[config.mk]
export PLATFORM = sky130hd
export DESIGN_NAME = skat_cell
export DESIGN_NICKNAME = d
export VERILOG_FILES = /design/src/hw/rtl/sorted_key_accumulate_table_macros.svh /design/src/hw/rtl/skat_pkg.sv /design/src/hw/rtl/skat_cell.sv
export SDC_FILE = /design/constraint.sdc
export NUM_CORES = 1
export LEC_CHECK = 0
export BUFFER_PORTS_ARGS = -buffer_cell sky130_fd_sc_hd__buf_2
export CAP_MARGIN = 20
export CORE_MARGIN = 2
export CORE_UTILIZATION = 51
export DETAILED_ROUTE_END_ITERATION = 10
export GPL_TIMING_DRIVEN = 0
export PLACE_DENSITY = 0.91
export SLEW_MARGIN = 15
export SYNTH_ARGS = -nofsm -noshare
export SYNTH_HDL_FRONTEND = slang
export SYNTH_SLANG_ARGS = --single-unit
[constraint.sdc]
create_clock -name aclk -period 7.2 [get_ports aclk]
set_input_delay 0.72 -clock aclk [delete_from_list [all_inputs] [get_ports aclk]]
set_output_delay 0.72 -clock aclk [all_outputs]
set_load 0.01 [all_outputs]
[src/hw/rtl/sorted_key_accumulate_table_macros.svh]
// ----------------------------------------------------------------------------
// sorted_key_accumulate_table_macros
// Assertion shorthands shared by the table RTL.
// ----------------------------------------------------------------------------
`ifndef SORTED_KEY_ACCUMULATE_TABLE_MACROS_SVH
`define SORTED_KEY_ACCUMULATE_TABLE_MACROS_SVH

// Condition must hold at every clock edge out of reset.
`define SKAT_ASSERT_ALWAYS(lbl, clk, rstn, cond, msg) \
    lbl: assert property (@(posedge clk) disable iff (!(rstn)) (cond)) else $error(msg);

// Same-cycle implication.
`define SKAT_ASSERT_IMPLY(lbl, clk, rstn, ante, cons, msg) \
    lbl: assert property (@(posedge clk) disable iff (!(rstn)) (ante) |-> (cons)) \
        else $error(msg);

// Next-cycle implication.
`define SKAT_ASSERT_NEXT(lbl, clk, rstn, ante, cons, msg) \
    lbl: assert property (@(posedge clk) disable iff (!(rstn)) (ante) |=> (cons)) \
        else $error(msg);

`endif

[src/hw/rtl/skat_pkg.sv]
// ----------------------------------------------------------------------------
// skat_pkg
// Shared widths, cell opcodes, controller states and cell control bundle.
// ----------------------------------------------------------------------------
package skat_pkg;

    localparam int DEFAULT_TABLE_DEPTH = 32;
    localparam int CODE_W              = 16;
    localparam int AMT_W               = 16;
    localparam int TOTAL_W             = 32;

    typedef enum logic [1:0] {
        CELL_HOLD,
        CELL_CMP,
        CELL_UPD,
        CELL_ROT
    } cell_op_t;

    typedef enum logic [2:0] {
        ST_IDLE,
        ST_CMP,
        ST_UPD,
        ST_FIN,
        ST_DUMP
    } state_t;

    typedef struct packed {
        cell_op_t           op;
        logic [CODE_W-1:0]  code;
        logic [AMT_W-1:0]   amount;
        logic               any_eq;
        logic               drop;
    } cell_ctrl_t;

endpackage

[src/hw/rtl/skat_cell.sv]
// ----------------------------------------------------------------------------
// skat_cell
// One table slot: key, total, occupancy and the compare flags of the request.
// ----------------------------------------------------------------------------
module skat_cell (
    input  logic                              aclk,
    input  logic                              aresetn,
    input  skat_pkg::cell_ctrl_t              ctrl,
    input  logic                              prev_lt,
    input  logic                              prev_valid,
    input  logic [skat_pkg::CODE_W-1:0]       prev_code,
    input  logic [skat_pkg::TOTAL_W-1:0]      prev_total,
    input  logic                              next_valid,
    input  logic [skat_pkg::CODE_W-1:0]       next_code,
    input  logic [skat_pkg::TOTAL_W-1:0]      next_total,
    output logic                              valid,
    output logic [skat_pkg::CODE_W-1:0]       code,
    output logic [skat_pkg::TOTAL_W-1:0]      total,
    output logic                              lt,
    output logic                              eq,
    output logic [skat_pkg::TOTAL_W-1:0]      sum
);

    logic                           valid_reg, valid_next;
    logic                           lt_reg, lt_next;
    logic                           eq_reg, eq_next;
    logic [skat_pkg::CODE_W-1:0]    key_reg, key_next;
    logic [skat_pkg::TOTAL_W-1:0]   total_reg, total_next;
    logic [skat_pkg::TOTAL_W:0]     sum_wide;

    // saturating accumulate
    assign sum_wide = {1'b0, total_reg} + (skat_pkg::TOTAL_W+1)'(ctrl.amount);
    assign sum      = sum_wide[skat_pkg::TOTAL_W] ? '1 : sum_wide[skat_pkg::TOTAL_W-1:0];

    always_comb begin
        valid_next = valid_reg;
        lt_next    = lt_reg;
        eq_next    = eq_reg;
        key_next   = key_reg;
        total_next = total_reg;
        case (ctrl.op)
            skat_pkg::CELL_CMP: begin
                lt_next = valid_reg && (key_reg < ctrl.code);
                eq_next = valid_reg && (key_reg == ctrl.code);
            end
            skat_pkg::CELL_UPD: begin
                if (!ctrl.drop) begin
                    if (ctrl.any_eq) begin
                        if (eq_reg) begin
                            total_next = sum;
                        end
                    end else if (!lt_reg) begin
                        if (prev_lt) begin
                            // insertion point
                            valid_next = 1'b1;
                            key_next   = ctrl.code;
                            total_next = {{(skat_pkg::TOTAL_W-skat_pkg::AMT_W){1'b0}},
                                          ctrl.amount};
                        end else begin
                            valid_next = prev_valid;
                            key_next   = prev_code;
                            total_next = prev_total;
                        end
                    end
                end
            end
            skat_pkg::CELL_ROT: begin
                valid_next = next_valid;
                key_next   = next_code;
                total_next = next_total;
            end
            default: begin
            end
        endcase
    end

    always_ff @(posedge aclk) begin
        if (!aresetn) begin
            valid_reg <= 1'b0;
            lt_reg    <= 1'b0;
            eq_reg    <= 1'b0;
        end else begin
            valid_reg <= valid_next;
            lt_reg    <= lt_next;
            eq_reg    <= eq_next;
        end
    end

    always_ff @(posedge aclk) begin
        key_reg   <= key_next;
        total_reg <= total_next;
    end

    assign valid = valid_reg;
    assign code  = key_reg;
    assign total = total_reg;
    assign lt    = lt_reg;
    assign eq    = eq_reg;

endmodule

==> run metrics, run 1 <==
total CTS buffers=5; synthesized instance count=504; sinks on the clock net=51; PD cells=161 nW/um^2; final wirelength=roughly 16000 um; sequential share of power=40.1%; vias=approximately 5.1k; post-synth net total=674; share of the synthesized area in the top cell type=a little under a third; Buf/Inv on CP=3; fillers=700; asr flop ratio synth=0%; GR Util All Layers=a little under a third; Die X=98.5 um; FF+latch area=between 1500 and 2000 um^2; f_max=249 MHz; Reg clk slew, reported paths=100 ps; Placed Cells=832; hold_ws=approximately 530 ps; Synthesis Warnings=0; part of the power in combinational logic=41.8%; setup bufs post-CTS=0; part of the cycle the worst path needs=about 56%; Lkg Pwr=approximately 0.0028 uW; Die H=between 90 and 100 um; max reg flops=32; min Tclk post-route=4010 ps; clk buf depth=2; outcome=completed; Seq/Total Area, Yosys=between 30 and 40%; mean post-synth cell area=9.03 um^2; core area=a little under 9000 um^2; Startpoint Class=input port; Clock power frac=between 10% and 20%; vias per inst=~6; number of synthesized flops with an enable pin=48; initial core utilization=52.4%; Final Max Slew Viols=0; unrepaired setup endpoints after global routing=false; Hold Vio Cnt, Final=0; number of remaining DRC errors=0; cell family with the largest share of critical-path delay=buffers and inverters; Setup CP Type=in2out; antenna diode count=0; Power Internal=598 uW; synthesized area=about 4600 um^2; final std cells w/o fill=840; VDD IR max=roughly 0.1 mV; initial antenna violation count=0; CP Capture Type=output pin; setup slack on the worst flop-to-flop path=4230 ps; setup tns final=0 ps; Detailed Routing Iterations Pass 1=5; Sw Pwr=~350 uW; Skew-Pair Late Insertion Delay=~300 ps; Final ANT Viol Nets=0; DP Area=between 5000 and 6000 um^2; GPL Wtd Cong=about 0.93; layout cells sized above 1=36.5%; HPWL after detailed placement=roughly 12000 um; area leader, netlist=edfxtp_1; Switching Fraction=36.8%; number of global-route vias before repair=around 5.2k; pin slew with the least headroom to its limit=862 ps; first-pass GRT wire length=around 24000 um; worst rel slew slack=between 40% and 50%; Yosys reg bits=51; Final setup viols=0; num ports=220; PortBufs=around 220; worst-path fanout max=10; largest cells by area after synthesis=edfxtp_1 (32%), ha_1 (8.8%), nand2_1 (5.4%); die footprint=approximately 9700 um^2; initial DRC count=roughly 450; Synth cell types=between 60 and 70; largest net degree at the start of global routing=20; Post-layout nets=~900; WP data arrival=roughly 3300 ps; class of the worst hold path=reg2reg; post-route cell area=~5900 um^2; Root Buffer=clkbuf_8; max_cap viols=0; slowest stage delay, CP=450 ps; Worst EP required=about 6500 ps; Avg WL per Cell=around 19 um; multi-input logic area=about 2800 um^2; CTS resizes=0; grt total ovfl=0; crit-path cells=buf_2, ha_1, fa_1, a211oi_1, o211ai_2, nand3_2, a21oi_2, nand2_1, clkbuf_1, nand2_1, buf_2; CTS tree=yes; Area Growth Syn to Fin=29.6%; main flop type after synthesis=edfxtp_1; # rows=34; H-tree depth=2; hold_buf cts=0; Critical-path top delay cell=fa_1; Worst Skew=about 9.4 ps
logic make-up after synthesis:
kind of cell | synth area share, %
xor+xnor | 3.27
fa+ha+maj | 9.24
mux | 6.79
simple gates | 16.1
compound gates | 26.7
flops | 33.0
buf+inv | 4.87
worst reg2reg max path, delay by kind of cell, from the launching register on:
family,cells,cell delay (ps)
AO/OA/AOI/OAI,6,1320
XOR/XNOR,1,260
adder cells (fa/ha/maj),2,690
flip-flops,1,430
final timing paths:
kind,start,to,cells past startpoint
max,ctrl[2],sum[17],11
min,lt,lt,2
min reg2reg,lt,lt,2
max reg2reg,total[0],total[14],9
routing by layer:
layer | track usage (%) | routed length [um] | share of wire, % | vias to the layer above
li1 | - | - | - | 2347
met1 | 37.2 | 5970 | 38 | 2386
met2 | 53.8 | 7700 | 50 | 327
met3 | 4.47 | 1300 | 8.4 | 57
met4 | 13.7 | 585 | 3.8 | 0
met5 | 0 | 0 | 0 | -
layout by cell type, fill, tap and decap left out, drive strengths merged, types with 4 or more instances in the layout:
cell type and instances:
clkbuf 18, a31oi 7, and2 4, nand2b 4, ha 32, a311oi 8
xnor2 9, nand2 66, nor2 22, a211oi 12, mux2 9, nand4 8
xor2 8, and3 5, a22o 4, o211ai 5, a21o 22, edfxtp 48
inv 24, a21oi 55, buf 230, nor3 4, o21a 5, mux2i 20
a221oi 6, nand3 9, o21ai 35, nor2b 16
power by group through the flow:
stage	Clock [uW]	Sequential, uW	Combinational (uW)
final	172	379	395
after CTS	174	378	391
after global placement	0	384	372
after global routing	183	382	431
after floorplan	0	393	226
after detailed placement	0	385	388
synth_stat cells (all sizes together) (3+ instances only):
cell,n
a211oi,12
a21o,22
a21oi,55
a221oi,6
a22o,4
a311oi,8
a31oi,7
and2,4
and3,5
buf,10
clkbuf,12
dfxtp,3
edfxtp,48
ha,32
inv,24
mux2,9
mux2i,20
nand2,66
nand2b,4
nand3,9
nand4,8
nor2,22
nor2b,16
nor3,4
nor3b,3
o211ai,5
o21a,5
o21ai,35
o221a,3
o2bb2ai,3
xnor2,9
xor2,8
layout make-up:
type	count	share of cell area, %
clock inverter	2	0.212
tap	108	2.29
timing repair buffer	220	19.1
inverter	25	1.59
sequential	51	25.5
clock buffer	6	1.23
multi-input combinational	405	48.0
buffer	23	2.16
stage by stage:
step | utilization [%] | power, uW | setup WS, ps
after floorplan | - | 618 | 3880
after global placement | 66.6 | 756 | 3340
after detailed placement | 67.0 | 773 | 3270
after CTS | 67.9 | 943 | 3260
after global routing | 67.9 | 995 | 3070
final | 67.9 | 947 | 3190
Power figures use the tool's default switching activity.
==> run 2: changes to the inputs <==
CORE_UTILIZATION = 43   (was 51)
PLACE_DENSITY = 0.82   (was 0.91)
clock period = 3.3 ns   (was 7.2 ns; I/O delays follow)
==> run 2 against run 1 <==
Final area is 1.5% higher. Combinational power is 120% higher. Worst setup slack worse by 3100 ps. Global-route usage is 3.2 points lower. Critical path depth is 1 lower. Cell count is 3.6% higher. Total power is 120% higher. Via count is 1.4% lower.
==> run metrics, run 2 (synthesis results as in run 1) <==
CTS tree=yes; grt total ovfl=0; crit-path cells=ha_1, fa_2, a211oi_4, o211ai_2, a21oi_2, o21ai_1, o31ai_1, xor2_1, nand2_1, buf_2; HPWL after detailed placement=~13000 um; Lkg Pwr=about 0.0028 uW; first-pass GRT wire length=between 20000 and 25000 um; number of remaining DRC errors=0; clk buf depth=2; total CTS buffers=5; max_cap viols=0; H-tree depth=2; Post-layout nets=around 900; Final ANT Viol Nets=0; vias per inst=a little under 6; cell family with the largest share of critical-path delay=compound AO/OA/AOI/OAI gates; PortBufs=219; worst rel slew slack=43.0%; top sig layer=met4; Detailed Routing Iterations Pass 1=6; met3 routed WL=~1000 um; Startpoint Class=flop; num ports=220; core area=10300 um^2; initial antenna violation count=2; # rows=37; Final Max Slew Viols=0; f_max=314 MHz; max reg flops=32; Avg WL per Cell=18.5 um; Setup CP Type=reg2out; Reg clk slew, reported paths=~100 ps; VDD IR max=0.176 mV; die footprint=11400 um^2; GPL Wtd Cong=approximately 0.96; post-route cell area=5990 um^2; part of the cycle the worst path needs=approximately 96%; Hold Vio Cnt, Final=0; met2 wire len=around 8100 um; initial core utilization=44.3%; layout cells sized above 1=a little under two fifths; Area Growth Syn to Fin=31.6%; Final setup viols=0; Worst EP required=2970 ps; Die X=roughly 110 um; GR Util All Layers=~27%; worst-path fanout max=3; dpl ws=149 ps; CP Capture Type=output pin; Buf/Inv on CP=1; initial DRC count=503; most common cell after layout, fill and taps aside=buf_2; final wirelength=16100 um; PD cells=about 350 nW/um^2; pin slew with the least headroom to its limit=around 850 ps; unrepaired setup endpoints after global routing=false; Worst Skew=8.79 ps; Root Buffer=clkbuf_8; vias=5047; most frequent cells in the layout=buf_2 (220), nand2_1 (65), a21oi_1 (48), edfxtp_1 (48), ha_1 (32); largest net degree at the start of global routing=21; WP data arrival=about 2900 ps; sinks on the clock net=51; Skew-Pair Late Insertion Delay=~310 ps; fillers=956; class of the worst hold path=in2reg; Die H=107 um; min Tclk post-route=~3200 ps; DP Area=roughly 5800 um^2; slowest stage delay, CP=a little over 400 ps; worst setup slack after layout=120 ps; setup tns final=0 ps; number of global-route vias before repair=around 4.9k; M1 wire length=approximately 6500 um; outcome=completed; setup bufs post-CTS=0; Critical-path top delay cell=edfxtp_1
-- run 2: cell types whose count changed in the layout (fill, tap and decap cells not counted), sizes merged --
cell	delta
diode	+2
clkbuf	+1
clkinvlp	-1
-- run 2: path summary, 6_finish.rpt --
path / slack, ps / start / end / cells after the start
max: 120 / total[0] / sum[14] / 10
min: 280 / aresetn / eq / 2
max reg2reg: 420 / total[0] / total[17] / 8
min reg2reg: 520 / lt / lt / 2
-- run 2: cell type report --
| type | instances | area [um^2] | area share, % |
|---|---|---|---|
| plain buffers | 23 | 131 | 2.19 |
| multi-input cells | 405 | 2870 | 47.9 |
| clock buffers | 7 | 86.3 | 1.44 |
| flip-flops and latches | 51 | 1500 | 25.1 |
| inverters | 25 | 93.8 | 1.57 |
| clock inverters | 1 | 5.00 | 0.0836 |
| repair buffers | 220 | 1120 | 18.8 |
| diodes | 2 | 5.00 | 0.0836 |
| well taps | 136 | 170 | 2.84 |
-- run 2: per-stage QoR --
stage / utilization (%) / power [uW] / hold slack [ps] / std cells
CTS: 57.8 / 2090 / 273 / 868
finish: 58.3 / 2100 / 280 / 870
global placement: 56.6 / 1660 / 500 / 859
detailed placement: 56.9 / 1690 / 512 / 860
global route: 58.3 / 2210 / 282 / 870
floorplan: - / 1350 / 448 / 504
-- run 2: metal layers --
metal | vias to the layer above | GRT usage [%]
met3 | 38 | 3.34
met4 | 0 | 9.74
li1 | 2360 | -
met5 | - | 0
met1 | 2390 | 34.5
met2 | 259 | 48.3
-- run 2: repair_timing --
action | CTS | global route
hold buffers | 0 | 0
gates resized for setup | 2 | 10
pin swaps | 0 | 2
endpoints found under the setup margin | 10 | 16
-- run 2: report_power, final --
group          total (uW)  internal, uW  switching, uW
Combinational         879           378            501
Sequential            828           782           45.6
Clock                 393           170            223
Total                2100          1330            770
